===== src/rtl/core/bsds_pkg.sv =====
// Shared constants and types of the bitmap segment descriptor scanner.
package bsds_pkg;

  // Width of the running totals; they wrap at this many bits.
  localparam int unsigned TOTAL_WIDTH = 32;

  // Reset value of the inline zero-code limit.
  localparam logic [3:0] LIMIT_RESET = 4'd8;

  typedef logic [TOTAL_WIDTH-1:0] total_t;

  // One result beat as produced by the parser.
  typedef struct packed {
    logic [4:0]  seg_bytes;
    logic [31:0] zero_bytes;
    logic [31:0] seg_count;
    logic [31:0] seg_length_total;
    logic [31:0] desc_length_total;
    logic        stream_end;
    logic        truncated;
  } res_t;

endpackage


===== src/rtl/core/bitmap_segment_descriptor_scanner_unit.sv =====
// Top level of the bitmap segment descriptor scanner.
//
// Takes one descriptor-stream byte per beat and returns one result beat for
// every completed descriptor (segment length, zero-byte count and running
// totals of descriptors, segment bytes and canonical descriptor bytes), plus
// one beat flagged truncated when last_byte lands on an extended header or
// inside its extension bytes. Throughput is one byte per clock unless a
// result beat waits under out_stall: the parser state (phase, extension
// counters, zero accumulator, totals) is read and rewritten in the same
// cycle, so consecutive bytes chain without bubbles. An input beat passes
// through the input register, then the parser logic feeding the result
// register. Both registers advance together whenever the result register
// is empty or being taken; while a result beat waits under out_stall, the
// byte in the input register holds and in_stall rises until the result beat
// is taken. Write zero_compact_limit through cfg_we/cfg_data only while the
// block is idle; it resets to 8.
module bitmap_segment_descriptor_scanner_unit (
  input  logic        clk,
  input  logic        rst,
  input  logic        cfg_we,
  input  logic [3:0]  cfg_data,
  input  logic        in_valid,
  output logic        in_stall,
  input  logic [7:0]  desc_byte,
  input  logic        first_byte,
  input  logic        last_byte,
  output logic        out_valid,
  input  logic        out_stall,
  output logic [4:0]  seg_bytes,
  output logic [31:0] zero_bytes,
  output logic [31:0] seg_count,
  output logic [31:0] seg_length_total,
  output logic [31:0] desc_length_total,
  output logic        stream_end,
  output logic        truncated
);
  import bsds_pkg::*;

  logic [3:0] zero_compact_limit;

  // Input register.
  logic       s1_valid;
  logic [7:0] s1_byte;
  logic       s1_first;
  logic       s1_last;
  logic       s1_move;
  logic       in_take;

  // Parser outputs and result register.
  logic hit;
  res_t res;
  res_t out_res;

  // Advance the input register into the parser when the result slot frees.
  assign s1_move  = s1_valid && (!out_valid || !out_stall);
  assign in_stall = s1_valid && !s1_move;
  assign in_take  = in_valid && !in_stall;

  always_ff @(posedge clk) begin
    if (rst) begin
      zero_compact_limit <= LIMIT_RESET;
    end else if (cfg_we) begin
      zero_compact_limit <= cfg_data;
    end
  end

  always_ff @(posedge clk) begin
    if (rst) begin
      s1_valid <= 1'b0;
    end else if (in_take) begin
      s1_valid <= 1'b1;
    end else if (s1_move) begin
      s1_valid <= 1'b0;
    end
  end

  // Payload: hold while stalled, load on a taken beat.
  always_ff @(posedge clk) begin
    if (in_take) begin
      s1_byte  <= desc_byte;
      s1_first <= first_byte;
      s1_last  <= last_byte;
    end
  end

  bsds_parser u_parser (
    .clk       (clk),
    .rst       (rst),
    .step      (s1_move),
    .desc_byte (s1_byte),
    .first_byte(s1_first),
    .last_byte (s1_last),
    .limit     (zero_compact_limit),
    .hit       (hit),
    .res       (res)
  );

  // Result register: load on a producing byte, drop once taken.
  always_ff @(posedge clk) begin
    if (rst) begin
      out_valid <= 1'b0;
    end else if (s1_move && hit) begin
      out_valid <= 1'b1;
    end else if (out_valid && !out_stall) begin
      out_valid <= 1'b0;
    end
  end

  always_ff @(posedge clk) begin
    if (s1_move && hit) begin
      out_res <= res;
    end
  end

  assign seg_bytes         = out_res.seg_bytes;
  assign zero_bytes        = out_res.zero_bytes;
  assign seg_count         = out_res.seg_count;
  assign seg_length_total  = out_res.seg_length_total;
  assign desc_length_total = out_res.desc_length_total;
  assign stream_end        = out_res.stream_end;
  assign truncated         = out_res.truncated;

endmodule


===== src/rtl/core/bsds_parser.sv =====
// Descriptor parser: phase state, zero-count accumulation and running totals.
module bsds_parser (
  input  logic           clk,
  input  logic           rst,
  input  logic           step,
  input  logic [7:0]     desc_byte,
  input  logic           first_byte,
  input  logic           last_byte,
  input  logic [3:0]     limit,
  output logic           hit,
  output bsds_pkg::res_t res
);
  import bsds_pkg::*;

  logic        in_extension, in_extension_next;
  logic [3:0]  ext_remaining, ext_remaining_next;
  logic [3:0]  ext_position, ext_position_next;
  logic [31:0] zero_accum, zero_accum_next;
  logic [4:0]  pending_seg_len, pending_seg_len_next;
  total_t      count_total, count_total_next;
  total_t      seglen_total, seglen_total_next;
  total_t      desclen_total, desclen_total_next;

  logic        in_ext;
  total_t      count_base, seglen_base, desclen_base;
  logic [4:0]  hdr_seg;
  logic [3:0]  code;
  logic [3:0]  rem_dec;
  logic [31:0] byte_shifted;
  logic [31:0] acc_new;
  logic [2:0]  canon;

  // Canonical descriptor size: header plus minimal bytes of a long count.
  function automatic logic [2:0] canon_len(input logic [31:0] zeros, input logic [3:0] lim);
    logic [2:0] n;
    if (zeros <= {28'd0, lim}) n = 3'd1;
    else if (zeros[31:24] != 8'd0) n = 3'd5;
    else if (zeros[23:16] != 8'd0) n = 3'd4;
    else if (zeros[15:8] != 8'd0) n = 3'd3;
    else n = 3'd2;
    return n;
  endfunction

  always_comb begin
    // A stream start drops totals and any partial descriptor.
    in_ext       = in_extension && !first_byte;
    count_base   = first_byte ? '0 : count_total;
    seglen_base  = first_byte ? '0 : seglen_total;
    desclen_base = first_byte ? '0 : desclen_total;
    hdr_seg      = {1'b0, desc_byte[7:4]} + 5'd1;
    code         = desc_byte[3:0];
    rem_dec      = ext_remaining - 4'd1;
    byte_shifted = (ext_position < 4'd4) ?
                   ({24'd0, desc_byte} << {ext_position[1:0], 3'b000}) : 32'd0;
    acc_new      = zero_accum | byte_shifted;
  end

  always_comb begin
    in_extension_next    = in_ext;
    ext_remaining_next   = first_byte ? 4'd0 : ext_remaining;
    ext_position_next    = first_byte ? 4'd0 : ext_position;
    zero_accum_next      = first_byte ? 32'd0 : zero_accum;
    pending_seg_len_next = first_byte ? 5'd0 : pending_seg_len;
    count_total_next     = count_base;
    seglen_total_next    = seglen_base;
    desclen_total_next   = desclen_base;
    hit                  = 1'b0;
    canon                = 3'd1;
    res.seg_bytes        = 5'd0;
    res.zero_bytes       = 32'd0;
    res.stream_end       = last_byte;
    res.truncated        = 1'b0;

    if (!in_ext) begin
      if (code <= limit) begin
        // Compact header: count is inline.
        hit                = 1'b1;
        res.seg_bytes      = hdr_seg;
        res.zero_bytes     = {28'd0, code};
        count_total_next   = count_base + total_t'(1);
        seglen_total_next  = seglen_base + total_t'(hdr_seg);
        desclen_total_next = desclen_base + total_t'(canon);
      end else begin
        in_extension_next    = 1'b1;
        ext_remaining_next   = code - limit;
        ext_position_next    = 4'd0;
        zero_accum_next      = 32'd0;
        pending_seg_len_next = hdr_seg;
        if (last_byte) begin
          hit                = 1'b1;
          res.truncated      = 1'b1;
          in_extension_next  = 1'b0;
          ext_remaining_next = 4'd0;
        end
      end
    end else begin
      zero_accum_next    = acc_new;
      ext_position_next  = (ext_position == 4'hf) ? ext_position : ext_position + 4'd1;
      ext_remaining_next = rem_dec;
      if (rem_dec == 4'd0) begin
        // Final extension byte closes the descriptor.
        in_extension_next  = 1'b0;
        hit                = 1'b1;
        canon              = canon_len(acc_new, limit);
        res.seg_bytes      = pending_seg_len;
        res.zero_bytes     = acc_new;
        count_total_next   = count_base + total_t'(1);
        seglen_total_next  = seglen_base + total_t'(pending_seg_len);
        desclen_total_next = desclen_base + total_t'(canon);
      end else if (last_byte) begin
        hit                = 1'b1;
        res.truncated      = 1'b1;
        in_extension_next  = 1'b0;
        ext_remaining_next = 4'd0;
        ext_position_next  = 4'd0;
      end
    end

    res.seg_count         = 32'(count_total_next);
    res.seg_length_total  = 32'(seglen_total_next);
    res.desc_length_total = 32'(desclen_total_next);
  end

  always_ff @(posedge clk) begin
    if (rst) begin
      in_extension    <= 1'b0;
      ext_remaining   <= 4'd0;
      ext_position    <= 4'd0;
      zero_accum      <= 32'd0;
      pending_seg_len <= 5'd0;
      count_total     <= '0;
      seglen_total    <= '0;
      desclen_total   <= '0;
    end else if (step) begin
      in_extension    <= in_extension_next;
      ext_remaining   <= ext_remaining_next;
      ext_position    <= ext_position_next;
      zero_accum      <= zero_accum_next;
      pending_seg_len <= pending_seg_len_next;
      count_total     <= count_total_next;
      seglen_total    <= seglen_total_next;
      desclen_total   <= desclen_total_next;
    end
  end

endmodule


===== config.mk =====
export PLATFORM = sky130hd
export DESIGN_NAME = bitmap_segment_descriptor_scanner_unit
export DESIGN_NICKNAME = d
export VERILOG_FILES = /design/src/rtl/core/bsds_pkg.sv /design/src/rtl/core/bitmap_segment_descriptor_scanner_unit.sv /design/src/rtl/core/bsds_parser.sv
export SDC_FILE = /design/constraint.sdc
export NUM_CORES = 1
export LEC_CHECK = 0
export BUFFER_PORTS_ARGS = -buffer_cell sky130_fd_sc_hd__buf_4
export CORE_ASPECT_RATIO = 0.8
export CORE_UTILIZATION = 60
export CTS_CLUSTER_SIZE = 20
export DETAILED_ROUTE_END_ITERATION = 7
export PLACE_DENSITY_LB_ADDON = 0.15
export SLEW_MARGIN = 20
export SYNTH_ARGS = -nofsm -noshare
export SYNTH_HDL_FRONTEND = slang
export SYNTH_SLANG_ARGS = --single-unit

===== constraint.sdc =====
create_clock -name clk -period 8.2 [get_ports clk]
set_input_delay 1.64 -clock clk [delete_from_list [all_inputs] [get_ports clk]]
set_output_delay 1.64 -clock clk [all_outputs]
set_load 0.02 [all_outputs]

* Word-level counts from Yosys, hierarchy flattened *
Index checks and enable logic that the tools add are counted.

word-level totals
  word-level logic and storage cells = 110
  register bits = 293
  bits of input ports = 19
  output and inout port bits = 137

cells by class
  reductions and logical operators = 19
  add/sub/neg operators = 9
  shift operators = 1
  magnitude comparators = 3
  equality and inequality tests = 2
  bitwise logic cells = 1
  muxes and demuxes = 54

operators with widths
  operator                                                              count
  32-bit 2-to-1 mux                                                     16
  37-bit 2-to-1 mux                                                     3
  32-bit by 1-bit adder with 32-bit output, second input constant       2
  32-bit by 5-bit adder with 32-bit output                              2
  4-bit 2-to-1 mux                                                      11
  32-bit by 3-bit adder with 32-bit output                              1
  32-bit by 4-bit less-or-equal comparator with 1-bit output            1
  32-bit bitwise OR                                                     1
  8-bit by 5-bit << shifter with 32-bit output                          1
  8-bit nonzero test                                                    3
  1-bit 2-to-1 mux                                                      16
  3-bit 2-to-1 mux                                                      5
  5-bit 2-to-1 mux                                                      3
  1-bit logical AND                                                     6
  4-bit by 1-bit adder with 5-bit output, second input constant         1
  1-bit zero test                                                       5
  4-bit by 1-bit adder with 4-bit output, second input constant         1
  4-bit equality test, second input constant                            1
  4-bit less-or-equal comparator                                        1
  4-bit zero test                                                       1
  4-bit by 3-bit < comparator with 1-bit output, second input constant  1
  2-bit nonzero test                                                    2
  4-bit by 1-bit subtractor with 4-bit output, second input constant    1
  4-bit subtractor                                                      1
  3 further kinds                                                       3

* Logic depth before layout (Yosys ltp) *
Gate-level depths: netlist of run 1.

  depth in word-level cells = 13
  depth in mapped cells = 21
  gate-level depth less buffers = 19

* Modules after synthesis *
From an unflattened synthesis of run 1, not the netlist that was laid out.

second synthesis, totals
  cell total of the unflattened synthesis = 1,636
  area total of the unflattened synthesis = 15,273.4 um2

by module, submodules not included
  module                                  cells an instance  times used  area each (um2)  seq. area each (um2)
  bsds_parser                             1,466              1           10,686.5         2,842.7
  bitmap_segment_descriptor_scanner_unit  170                1           4,586.9          4,474.3

* Least setup slack after synthesis of run 1 *
OpenSTA, ideal clock, no wires.

  path kind = flip-flop to flip-flop
  start point = register s1_byte[0]
  end point = register out_res, in the netlist desc_length_total[0] (enable)
  data arrival time = 5.201 ns
  setup slack = 2.511 ns
  buffers on the path = 3
  data required time = 7.712 ns
  stages on the path, launching flop included = 13
  period minus slack after synthesis = 5.689 ns
  setup time = 0.488 ns
  cell sequence = edfxtp_1 clkbuf_1 inv_1 ha_1 inv_1 fa_1 a211oi_2 o31ai_1 o31ai_2 clkbuf_1 buf_1 o21ai_0 inv_1

between the ends
  word-level cells in the longest chain between the ends = 4

ends and longest elaborated chain
  element                         RTL line                                       text
  start: declaration              bitmap_segment_descriptor_scanner_unit.sv:43   logic [7:0] s1_byte;
  start signal: assignment        bitmap_segment_descriptor_scanner_unit.sv:80   s1_byte <= desc_byte;
  4-bit less-or-equal comparator  bsds_parser.sv:75                              if (code <= limit) begin
  1-bit 2-to-1 mux                bsds_parser.sv:75
  1-bit 2-to-1 mux                bsds_parser.sv:74                              if (!in_ext) begin
  1-bit logical AND               bitmap_segment_descriptor_scanner_unit.sv:110  if (s1_move && hit) begin
  end signal: assignment          bitmap_segment_descriptor_scanner_unit.sv:111  out_res <= res;
  end: declaration                bitmap_segment_descriptor_scanner_unit.sv:52   res_t out_res;

Every way passes these cells.
A chain may end at the register's enable or synchronous reset.

* Worst setup path in the final report of run 1 *
  start point = register u_parser.ext_position[3]
  end point = register u_parser.desclen_total[8]

between the ends
  word-level cells in the longest chain between the ends = 13
  elaborated cells on any way between the ends = 16
  classes of those cells = add/sub: 1; order compare: 2; mux: 9; bitwise: 1; reduce/logical: 3

ends and longest elaborated chain
  element                                                                                             RTL line            text
  start: declaration                                                                                  bsds_parser.sv:17   logic [3:0] ext_position, ext_position_next;
  start signal: assignment                                                                            bsds_parser.sv:137  ext_position <= ext_position_next;
  4-bit by 3-bit < comparator with 1-bit output *                                                     bsds_parser.sv:53   byte_shifted = (ext_position < 4'd4) ?
  32-bit 2-to-1 mux *                                                                                 bsds_parser.sv:53
  32-bit bitwise OR *                                                                                 bsds_parser.sv:55   acc_new = zero_accum | byte_shifted;
  branches (longest 4 deep; another with 32-bit by 4-bit less-or-equal comparator with 1-bit output)  n/a
  3-bit 2-to-1 mux *                                                                                  bsds_parser.sv:36   if (zeros <= {28'd0, lim}) n = 3'd1;
  3-bit 2-to-1 mux *                                                                                  bsds_parser.sv:100  if (rem_dec == 4'd0) begin
  3-bit 2-to-1 mux *                                                                                  bsds_parser.sv:74
  32-bit by 3-bit adder with 32-bit output *                                                          bsds_parser.sv:109  desclen_total_next = desclen_base + total_t'(canon);
  32-bit 2-to-1 mux *                                                                                 bsds_parser.sv:100
  32-bit 2-to-1 mux *                                                                                 bsds_parser.sv:74
  end signal: assignment                                                                              bsds_parser.sv:142  desclen_total <= desclen_total_next;
  end: declaration                                                                                    bsds_parser.sv:22   total_t desclen_total, desclen_total_next;

Every way passes the cells marked *. The select of a mux whose other input is x is not followed.

==> out/results.txt, run 1 <==
run status - complete, no violations
via count of the first global-routing pass - 11960
number of antenna violations at the first check in global routing - 0
sequential share of the synthesized area - 0.4804
worst-margin pin slew - 1.101 ns
vias - 13420
area of the core - 24630 µm²
Max-Slew Margin vs Limit - 0.2644
final slew viol count - 0
final global-route overflow total - 0
count of warnings emitted by yosys - 0
capturing point of the worst reg2reg path - u_parser.desclen_total[8]$_SDFFE_PP0P_
utilization of the core after routing - 0.7153
reg-to-reg setup timing slack - 3.32 ns
met3 global-route usage - 0.04634
clock root buffer - sky130_fd_sc_hd__clkbuf_16
detail-routed via count per cell - 6.408
drc violations - 0
die height - 144.5 µm
met2 global-route usage - 0.4661
Synth Instances - 1661
clock latency reported for the late side of the worst-skew pair - 0.56 ns
Iteration-0 DRC Markers - 1614
max-cap violations - 0
highest fanout seen on the critical path - 14
post-synth design cell area - 15230 µm²
Main synth FF type - sky130_fd_sc_hd__dfxtp_1
Critical Path Start Type - register
Pre-Repair DR Iteration Count - 8
CTS tree - done
clock transition time at the flip-flop clock pins of the worst setup and hold paths - 0.07 ns
final weighted congestion of routability-driven global placement - 0.9322
number of buffers created by CTS - 30
fraction of layout cells with a size suffix above 1 - 0.1391
Final min period - 4.881 ns
layout filler cell count - 1867
Post-CTS Resized - 0
Area growth syn-to-layout - 15.66%
initial core utilization - 0.6184
worst hold start - u_parser.zero_accum[27]$_SDFFE_PP0P_
path class of the lowest-slack min-delay path - reg -> reg
data required time at the worst endpoint - 8.67 ns
CTS sink count - 293
count of input and output buffers - 155
setup violation total in the final timing report - 0
classification of the worst setup path - reg -> reg
number of nets with antenna violations after routing - 0
peak-usage layer in the global routing report - met2
upper clock frequency limit - 204.9 MHz
hold violation count in the final report - 0
syn nets - 1711
Avg Synthesized Cell Area - 9.170 µm²
ports placed on the boundary - 156
arrival time worst endpoint - 5.35 ns
clk buf depth - 3
launch instance of the worst register-to-register path - u_parser.ext_position[3]$_SDFFE_PP0P_
clock skew after layout - 0.02441 ns
global routing usage on met1 - 0.4252
worst hold endpoint - u_parser.zero_accum[27]$_SDFFE_PP0P_
Synth async-reset ratio - 0
cell depth of the worst hold path - 2
dpl hpwl - 26470 µm
register bit count reported by yosys - 293
# H-tree levels - 1
antenna diode instance count - 0
hold bufs inserted after CTS - 0
maximum number of pins on one net before global-route repair - 86
final clock period utilization by the worst path - 0.5952
worst supply voltage drop on vdd - 0.1628 mV
total leakage power - 0.006340 µW
global-route usage over all layers - 0.2982
die area - 26030 µm²
global-route wire length before repair - 62830 µm
count of flip-flops with a built-in enable after synthesis - 145
power per unit of standard cell area - 197.9 nW/µm²
horizontal die dimension - 180.1 µm
wire length after detailed routing - 40200 µm
routed wire length per instance - 19.20 µm
Worst Reg2Reg Path Length in Cells - 20
post-synthesis cell type count - 79
total number of nets in the final design - 1803
Setup TNS - 0 ns
setup bufs post-CTS - 0
count of standard-cell rows - 51
unrepaired setup endpoints after global routing - false
capturing element type of the critical path - register
## layout make-up
| class | count | area (µm²) | area share |
|---|---|---|---|
| Inverter | 35 | 136.4 | 0.007741 |
| Timing Repair Buffer | 174 | 1306 | 0.07414 |
| Clock inverter | 16 | 266.5 | 0.01513 |
| Multi-Input combinational cell | 1219 | 7368 | 0.4182 |
| Sequential cell | 293 | 7317 | 0.4153 |
| Clock buffer | 39 | 825.8 | 0.04687 |
| Tap cell | 318 | 397.9 | 0.02258 |
## per-stage QoR
step	instances	total power, µW	worst slack, ns	hold WS [ns]	area (µm²)
after floorplan	1661	1873	2.511	0.4487	15230
after global placement	2039	2001	3.619	0.4600	16530
after detailed placement	2039	2007	3.417	0.4814	16530
after CTS	2094	3497	3.380	0.4935	17620
after global routing	2094	3589	3.059	0.5223	17620
final	2094	3487	3.319	0.4961	17620
## synth_stat cells, types with 4 or more instances
| cell type | count | share of area |
|---|---|---|
| sky130_fd_sc_hd__nand2b_1 | 10 | 0.0041 |
| sky130_fd_sc_hd__o21ai_0 | 55 | 0.018 |
| sky130_fd_sc_hd__a311o_1 | 7 | 0.0046 |
| sky130_fd_sc_hd__dfxtp_1 | 148 | 0.19 |
| sky130_fd_sc_hd__xnor2_1 | 43 | 0.025 |
| sky130_fd_sc_hd__or3_1 | 32 | 0.013 |
| sky130_fd_sc_hd__o31ai_1 | 8 | 0.0039 |
| sky130_fd_sc_hd__and2_1 | 14 | 0.0057 |
| sky130_fd_sc_hd__o22ai_1 | 5 | 0.0021 |
| sky130_fd_sc_hd__nand4b_1 | 6 | 0.0034 |
| sky130_fd_sc_hd__o21a_1 | 11 | 0.0054 |
| sky130_fd_sc_hd__nand3_1 | 59 | 0.019 |
| sky130_fd_sc_hd__mux2i_1 | 16 | 0.011 |
| sky130_fd_sc_hd__a31oi_1 | 54 | 0.022 |
| sky130_fd_sc_hd__or4_1 | 26 | 0.013 |
| sky130_fd_sc_hd__nor3_1 | 35 | 0.012 |
| sky130_fd_sc_hd__o2111ai_1 | 6 | 0.0034 |
| sky130_fd_sc_hd__a211o_1 | 4 | 0.0023 |
| sky130_fd_sc_hd__and3_1 | 34 | 0.014 |
| sky130_fd_sc_hd__inv_1 | 34 | 0.0084 |
| sky130_fd_sc_hd__o211ai_1 | 13 | 0.0064 |
| sky130_fd_sc_hd__clkbuf_1 | 92 | 0.023 |
| sky130_fd_sc_hd__nand2_1 | 182 | 0.045 |
| sky130_fd_sc_hd__buf_1 | 14 | 0.0034 |
| sky130_fd_sc_hd__buf_2 | 7 | 0.0023 |
| sky130_fd_sc_hd__and4_1 | 6 | 0.0034 |
| sky130_fd_sc_hd__nand3b_1 | 6 | 0.0030 |
| sky130_fd_sc_hd__nor2b_1 | 67 | 0.028 |
| sky130_fd_sc_hd__a21o_1 | 9 | 0.0044 |
| sky130_fd_sc_hd__o211a_1 | 6 | 0.0039 |
| sky130_fd_sc_hd__nand4_1 | 43 | 0.018 |
| sky130_fd_sc_hd__nor2_1 | 173 | 0.043 |
| sky130_fd_sc_hd__edfxtp_1 | 145 | 0.29 |
| sky130_fd_sc_hd__a21oi_1 | 110 | 0.036 |
| sky130_fd_sc_hd__o31a_1 | 4 | 0.0023 |
| sky130_fd_sc_hd__a32oi_1 | 5 | 0.0029 |
| sky130_fd_sc_hd__a22oi_1 | 21 | 0.010 |
| sky130_fd_sc_hd__fa_1 | 4 | 0.0053 |
| sky130_fd_sc_hd__nor4_1 | 20 | 0.0082 |
| sky130_fd_sc_hd__a41oi_1 | 8 | 0.0046 |
| sky130_fd_sc_hd__ha_1 | 27 | 0.022 |
| sky130_fd_sc_hd__xor2_1 | 25 | 0.014 |
| sky130_fd_sc_hd__a211oi_1 | 8 | 0.0039 |
| sky130_fd_sc_hd__or2_2 | 6 | 0.0025 |
## worst max-delay path: stages (launching register included)
cell                      delay [ns]
sky130_fd_sc_hd__dfxtp_1        0.48
sky130_fd_sc_hd__nor4_1         0.10
sky130_fd_sc_hd__buf_4          0.18
sky130_fd_sc_hd__a21oi_1        0.22
sky130_fd_sc_hd__inv_1          0.08
sky130_fd_sc_hd__ha_1           0.29
sky130_fd_sc_hd__nor2b_1        0.13
sky130_fd_sc_hd__o21a_1         0.16
sky130_fd_sc_hd__o21a_1         0.16
sky130_fd_sc_hd__o21ai_0        0.27
sky130_fd_sc_hd__a31oi_1        0.13
sky130_fd_sc_hd__o31ai_1        0.28
sky130_fd_sc_hd__ha_1           0.24
sky130_fd_sc_hd__inv_1          0.06
sky130_fd_sc_hd__fa_1           0.39
sky130_fd_sc_hd__nor2b_1        0.18
sky130_fd_sc_hd__o21a_1         0.17
sky130_fd_sc_hd__and4_1         0.29
sky130_fd_sc_hd__nor2_1         0.23
sky130_fd_sc_hd__or4_1          0.58
sky130_fd_sc_hd__a31oi_1        0.17
## state kept, by name, summed over array words and instances (netlist names), 5 cells and up
register                  flops
desc_length_total            32
seg_count                    32
seg_length_total             32
u_parser.count_total         32
u_parser.desclen_total       32
u_parser.seglen_total        32
u_parser.zero_accum          32
zero_bytes                   32
s1_byte                       8
seg_bytes                     5
u_parser.pending_seg_len      5
## cells by family after synthesis
logic type	count (synthesis)	share of synthesized area
simple gates	732	0.2423
flops	293	0.4804
compound gates	370	0.1614
xor+xnor	68	0.03910
mux	18	0.01199
fa+ha+maj	31	0.02744
buf+inv	149	0.03737
## report_power, final
part	total (µW)	switching [µW]	internal (µW)
combinational	362	244	118
clock	1500	576	928
sequential	1620	31.4	1590
## metal layers
metal  vias up  part of all wire  wire (µm)
met3       106             0.090       3622
met5         -                 0          0
met1      6318              0.44      17610
met2       707              0.44      17790
met4         0             0.029       1182
li1       6288                 -          -
## how the worst max path moves through the flow
stage                                               start                                       to  depth (start not counted)
floorplan                            s1_byte[0]$_DFFE_PP_           desc_length_total[0]$_DFFE_PP_                         12
global placement    u_parser.ext_position[3]$_SDFFE_PP0P_  u_parser.desclen_total[20]$_SDFFE_PP0P_                         20
detailed placement  u_parser.ext_position[3]$_SDFFE_PP0P_   u_parser.desclen_total[8]$_SDFFE_PP0P_                         20
CTS                 u_parser.ext_position[3]$_SDFFE_PP0P_   u_parser.desclen_total[8]$_SDFFE_PP0P_                         20
global route        u_parser.ext_position[3]$_SDFFE_PP0P_   u_parser.desclen_total[8]$_SDFFE_PP0P_                         20
finish              u_parser.ext_position[3]$_SDFFE_PP0P_   u_parser.desclen_total[8]$_SDFFE_PP0P_                         20
## cell usage in the layout, fill, tap and decap left out, drive strengths merged, types with 16 or more instances in the layout
| master | netlist | layout |
|---|---|---|
| nand2 | 182 | 182 |
| buf | 21 | 174 |
| nor2 | 173 | 173 |
| dfxtp | 148 | 148 |
| edfxtp | 145 | 145 |
| a21oi | 110 | 110 |
| nor2b | 67 | 67 |
| nand3 | 59 | 59 |
| o21ai | 57 | 57 |
| a31oi | 55 | 55 |
| nand4 | 43 | 43 |
| xnor2 | 43 | 43 |
| clkbuf | 93 | 39 |
| nor3 | 37 | 37 |
| inv | 35 | 35 |
| and3 | 34 | 34 |
| or3 | 32 | 32 |
| ha | 27 | 27 |
| or4 | 26 | 26 |
| xor2 | 25 | 25 |
| a22oi | 21 | 21 |
| nor4 | 20 | 20 |
| mux2i | 16 | 16 |
No activity file was read; power rests on OpenSTA's default activity.
==> run 2, diff against run 1 <==
Settings changed: ABC_AREA set to 1.
Clock period 8.2 ns to 4.5 ns, I/O delays scaled along.
==> run 2 against run 1 <==
- flip-flop and latch count unchanged
- final area up 4.9%
- sequential power up 89%
==> out/results.txt, run 2 <==
maximum number of pins on one net before global-route repair - 96
total number of nets in the final design - 2318
Setup TNS - 0 ns
via count of the first global-routing pass - 12800
Total Power - 6600 µW
post-synth design cell area - 16090 µm²
sequential share of the synthesized area - 0.4547
utilization of the core after routing - 0.7020
post-synthesis cell type count - 52
summed area of non-filler cells in the final layout - 18480 µm²
register bit count reported by yosys - 293
Critical Path Start Type - register
worst-margin pin slew - 1.065 ns
die area - 27480 µm²
arrival time worst endpoint - 4.37 ns
global-route wire length before repair - 66220 µm
ports placed on the boundary - 156
capturing element type of the critical path - register
most area-hungry cell type in the Yosys netlist - sky130_fd_sc_hd__edfxtp_1
vias - 14370
hold violation count in the final report - 0
number of buffers created by CTS - 29
highest fanout seen on the critical path - 7
detail-routed via count per cell - 5.430
main area contributors after synthesis - sky130_fd_sc_hd__edfxtp_1 27%, sky130_fd_sc_hd__dfxtp_1 18%, sky130_fd_sc_hd__nand2_1 11%
layout filler cell count - 2103
most common library cell in the layout ignoring fill and taps - sky130_fd_sc_hd__nand2_1
area of the core - 26330 µm²
path class of the lowest-slack min-delay path - reg -> reg
Synth async-reset ratio - 0
Max-Slew Margin vs Limit - 0.2890
Iteration-0 DRC Markers - 1502
power per unit of standard cell area - 357.1 nW/µm²
die height - 148.5 µm
Final min period - 4.051 ns
Pre-Repair DR Iteration Count - 5
upper clock frequency limit - 246.8 MHz
number of antenna violations at the first check in global routing - 0
max-cap violations - 0
count of input and output buffers - 155
top cell type's share of synthesized area - 0.2706
clock skew after layout - 0.01297 ns
final slew viol count - 0
clock latency reported for the late side of the worst-skew pair - 0.56 ns
horizontal die dimension - 185.1 µm
total leakage power - 0.008394 µW
Avg Synthesized Cell Area - 7.527 µm²
dpl hpwl - 28990 µm
count of standard-cell rows - 53
wire length after detailed routing - 42110 µm
most instantiated library cell after synthesis - sky130_fd_sc_hd__nand2_1
most frequent cells in the layout - 477 x sky130_fd_sc_hd__nand2_1, 335 x sky130_fd_sc_hd__inv_1, 256 x sky130_fd_sc_hd__nor2_1, 176 x sky130_fd_sc_hd__buf_4, 168 x sky130_fd_sc_hd__nand3_1
clock transition time at the flip-flop clock pins of the worst setup and hold paths - 0.07 ns
count of flip-flops with a built-in enable after synthesis - 145
worst supply voltage drop on vdd - 0.3120 mV
initial core utilization - 0.6112
clock root buffer - sky130_fd_sc_hd__clkbuf_16
drc violations - 0
run status - complete, no violations
syn nets - 2188
CTS sink count - 293
classification of the worst setup path - reg -> reg
Area growth syn-to-layout - 14.85%
final weighted congestion of routability-driven global placement - 0.9301
# H-tree levels - 1
clk buf depth - 3
setup violation total in the final timing report - 0
Main synth FF type - sky130_fd_sc_hd__dfxtp_1
final clock period utilization by the worst path - 0.9003
count of warnings emitted by yosys - 0
global-route usage over all layers - 0.3055
fraction of layout cells with a size suffix above 1 - 0.1476
number of nets with antenna violations after routing - 0
CTS tree - done
antenna diode instance count - 0
data required time at the worst endpoint - 4.82 ns
most frequent cells after synthesis - 477 x sky130_fd_sc_hd__nand2_1, 336 x sky130_fd_sc_hd__inv_1, 256 x sky130_fd_sc_hd__nor2_1
final global-route overflow total - 0
routed wire length per instance - 15.91 µm
Placement Cell Area - 17460 µm²
Synth Instances - 2138
unrepaired setup endpoints after global routing - false
## run 2: final timing paths
| check | endpoint | start | slack [ns] | cells after the start |
|---|---|---|---|---|
| worst min register to register | u_parser.zero_accum[27]$_SDFFE_PP0P_ | u_parser.zero_accum[27]$_SDFFE_PP0P_ | 0.46 | 2 |
| worst min-delay path | u_parser.zero_accum[27]$_SDFFE_PP0P_ | u_parser.zero_accum[27]$_SDFFE_PP0P_ | 0.46 | 2 |
| worst max-delay path | desc_length_total[12]$_DFFE_PP_ | u_parser.ext_position[2]$_SDFFE_PP0P_ | 0.45 | 24 |
| worst max register to register | desc_length_total[12]$_DFFE_PP_ | u_parser.ext_position[2]$_SDFFE_PP0P_ | 0.45 | 24 |
## run 2: cells by family (layout without fill, tap and decap cells)
family / count (synthesis) / count (layout) / share of synthesized area
AND/OR/NAND/NOR: 1049 / 1049 / 0.2930
buffers and inverters: 436 / 588 / 0.1103
AO/OA/AOI/OAI: 302 / 302 / 0.1014
flip-flops: 293 / 293 / 0.4547
adder cells (fa/ha/maj): 31 / 31 / 0.02597
XOR/XNOR: 27 / 27 / 0.01470
## run 2: critical path: stages (launching register included)
cell,delay [ns]
sky130_fd_sc_hd__dfxtp_1,0.40
sky130_fd_sc_hd__nor2_1,0.09
sky130_fd_sc_hd__nand2_1,0.20
sky130_fd_sc_hd__clkinvlp_4,0.24
sky130_fd_sc_hd__a21o_1,0.22
sky130_fd_sc_hd__ha_1,0.28
sky130_fd_sc_hd__nand2_1,0.09
sky130_fd_sc_hd__o21ai_0,0.07
sky130_fd_sc_hd__o21ai_0,0.16
sky130_fd_sc_hd__a32oi_1,0.09
sky130_fd_sc_hd__o21ai_0,0.17
sky130_fd_sc_hd__nand2_1,0.07
sky130_fd_sc_hd__nand2_1,0.06
sky130_fd_sc_hd__ha_1,0.14
sky130_fd_sc_hd__inv_1,0.06
sky130_fd_sc_hd__fa_1,0.36
sky130_fd_sc_hd__inv_1,0.07
sky130_fd_sc_hd__nand2_1,0.07
sky130_fd_sc_hd__a21oi_2,0.16
sky130_fd_sc_hd__nand3_1,0.11
sky130_fd_sc_hd__nand2_2,0.16
sky130_fd_sc_hd__nand2_2,0.12
sky130_fd_sc_hd__nor2_2,0.15
sky130_fd_sc_hd__xor2_1,0.19
sky130_fd_sc_hd__inv_1,0.06
## run 2: area by class of cell
class / count / area [µm²] / area share
sequential: 293 / 7317 / 0.3959
timing repair buffer: 177 / 1341 / 0.07257
tap: 357 / 446.7 / 0.02417
clock inverter: 22 / 271.5 / 0.01469
clock buffer: 31 / 733.2 / 0.03967
inverter: 358 / 1355 / 0.07332
multi-input combinational: 1409 / 7017 / 0.3797
## run 2: report_power, final
group          total, µW  internal (µW)  switching, µW
Clock               2570           1480           1090
Combinational        967            305            662
Sequential          3060           2970           93.3
## run 2: stage by stage
step | cells | worst slack [ns] | hold WS, ns
after floorplan | 2138 | 0.09369 | 0.4366
after global placement | 2592 | 0.6215 | 0.4459
after detailed placement | 2592 | 0.4936 | 0.4507
after CTS | 2645 | 0.4680 | 0.4612
after global routing | 2647 | 0.006505 | 0.4803
final | 2647 | 0.4488 | 0.4626
## run 2: timing repair
action,CTS,global route
hold buffers,0,0
endpoints found under the setup margin,0,1
buffers inserted,0,2
resized for setup,0,1
## run 2: layer usage
layer | GRT usage | share of wire | up-vias
met1 | 0.4473 | 0.45 | 6511
met5 | 0 | 0 | -
met3 | 0.04873 | 0.090 | 68
met4 | 0.07975 | 0.021 | 0
met2 | 0.4697 | 0.44 | 661
li1 | - | - | 7133
==> run 3, diff against run 2 <==
Settings changed: PLACE_DENSITY set to 0.88, PLACE_DENSITY_LB_ADDON 0.15 to not set.
==> run 3 against run 2 <==
- flip-flop and latch count unchanged
- register-to-register slack about the same
- clock skew is essentially flat
- total power down 2.8%
- critical endpoint unchanged
- largest cell class unchanged
- largest power group unchanged
==> out/results.txt, run 3 (synthesized netlist as in run 2, its figures left out) <==
most prevalent standard cell on the critical path - sky130_fd_sc_hd__inv_1
Critical Path Start Type - register
maximum number of pins on one net before global-route repair - 95
logic gate share of total power - 0.152
horizontal die dimension - 185.1 µm
unrepaired setup endpoints after global routing - false
data required time at the worst endpoint - 4.80 ns
area of the core - 26330 µm²
Setup TNS - 0 ns
register share of total power - 0.477
arrival time worst endpoint - 4.35 ns
drc violations - 0
final slew viol count - 0
die height - 148.5 µm
final weighted congestion of routability-driven global placement - 0.9074
fraction of layout cells with a size suffix above 1 - 0.1457
count of standard-cell rows - 53
worst-margin pin slew - 1.079 ns
Clock power frac - 0.371
number of antenna violations at the first check in global routing - 0
setup bufs post-CTS - 0
cell depth of the worst hold path - 2
summed area of non-filler cells in the final layout - 18370 µm²
count of input and output buffers - 155
largest stage delay on the critical path - 0.42 ns
worst supply voltage drop on vdd - 0.2919 mV
number of nets with antenna violations after routing - 0
clock root buffer - sky130_fd_sc_hd__clkbuf_16
clock latency reported for the late side of the worst-skew pair - 0.55 ns
Worst Reg2Reg Path Length in Cells - 22
total number of nets in the final design - 2314
most common library cell in the layout ignoring fill and taps - sky130_fd_sc_hd__nand2_1
switching power of the nets - 1811 µW
wire length after detailed routing - 41990 µm
worst-path cell chain - nor2_1 > nand2_1 > inv_1 > a21o_1 > ha_1 > nand2_1 > o21ai_0 > o21ai_0 > a32oi_1 > nor2_1 > a21oi_1 > inv_1 > fa_1 > inv_1 > nand2_1 > a21oi_2 > nand3_1 > nand2_2 > nand2_2 > nor2_2 > xor2_1 > inv_1
CTS tree - done
total leakage power - 0.008356 µW
detail-routed via count per cell - 5.554
global-route usage over all layers - 0.3062
# H-tree levels - 1
number of buffers created by CTS - 29
utilization of the core after routing - 0.6979
clock transition time at the flip-flop clock pins of the worst setup and hold paths - 0.07 ns
power per unit of standard cell area - 349.3 nW/µm²
vias - 14680
routed wire length per instance - 15.89 µm
Max-Slew Margin vs Limit - 0.2808
final non-filler cell total - 2643
capturing element type of the critical path - register
clock skew after layout - 0.01271 ns
antenna diode instance count - 0
Area growth syn-to-layout - 14.18%
initial core utilization - 0.6112
post-placement cell count - 2590
most frequent cells in the layout - 477 x sky130_fd_sc_hd__nand2_1, 336 x sky130_fd_sc_hd__inv_1, 256 x sky130_fd_sc_hd__nor2_1, 172 x sky130_fd_sc_hd__buf_4, 168 x sky130_fd_sc_hd__nand3_1
upper clock frequency limit - 247.1 MHz
setup violation total in the final timing report - 0
Placement Cell Area - 17440 µm²
CTS sink count - 293
path class of the lowest-slack min-delay path - reg -> reg
clk buf depth - 3
Post-CTS Resized - 0
dpl hpwl - 29370 µm
via count of the first global-routing pass - 13800
cell-internal power - 4606 µW
run status - complete, no violations
final clock period utilization by the worst path - 0.8995
ports placed on the boundary - 156
classification of the worst setup path - reg -> reg
final global-route overflow total - 0
Final min period - 4.048 ns
highest fanout seen on the critical path - 7
hold bufs inserted after CTS - 0
critical-path cell with the highest stage delay - sky130_fd_sc_hd__dfxtp_1
Pre-Repair DR Iteration Count - 7
switch share - 0.2823
max-cap violations - 0
Iteration-0 DRC Markers - 1490
global-route wire length before repair - 67330 µm
hold violation count in the final report - 0
die area - 27480 µm²
==> run 3: power by group through the flow <==
stage	clock, µW	sequential (µW)	combinational, µW
5_1_grt	2500	3080	1070
4_1_cts	2400	3060	958
3_3_place_gp	0	3110	921
6_report	2380	3060	975
2_1_floorplan	0	3190	575
3_5_place_dp	0	3120	952
==> run 3: worst paths after layout <==
check	slack (ns)	end	start
max	0.45	desc_length_total[12]$_DFFE_PP_	u_parser.ext_position[2]$_SDFFE_PP0P_
min	0.46	u_parser.zero_accum[16]$_SDFFE_PP0P_	u_parser.zero_accum[16]$_SDFFE_PP0P_
max reg2reg	0.45	desc_length_total[12]$_DFFE_PP_	u_parser.ext_position[2]$_SDFFE_PP0P_
min reg2reg	0.46	u_parser.zero_accum[16]$_SDFFE_PP0P_	u_parser.zero_accum[16]$_SDFFE_PP0P_
==> run 3: area by class of cell <==
type / count / area [µm²]
clock buffer: 33 / 760.7
clock inverter: 20 / 170.2
fill: 2011 / 7953
inverter: 358 / 1351
multi-input combinational: 1409 / 7017
sequential: 293 / 7317
tap: 357 / 446.7
timing repair buffer: 173 / 1311
==> run 3: stage by stage <==
stage          total power (µW)  hold WS [ns]  setup slack, ns
2_1_floorplan              3761        0.4366          0.09369
3_3_place_gp               4034        0.4458           0.7460
3_5_place_dp               4069        0.4515           0.5303
4_1_cts                    6423        0.4616           0.4974
5_1_grt                    6650        0.4775          0.09933
6_report                   6417        0.4629           0.4523
==> run 3: critical path, delay by kind of cell, from the launching register on <==
family                   cells  cell delay, ns
flip-flops                   1            0.42
buffers and inverters        4            0.36
XOR/XNOR                     1            0.21
adder cells (fa/ha/maj)      2            0.70
AND/OR/NAND/NOR              9            1.00
AO/OA/AOI/OAI                6            1.09
==> run 3: layer usage <==
metal | wire length, µm | GRT usage | part of all wire
met5 | 0 | 0 | 0
met4 | 1215 | 0.1037 | 0.029
met3 | 3936 | 0.04628 | 0.094
met2 | 19260 | 0.5045 | 0.46
met1 | 17580 | 0.4126 | 0.42
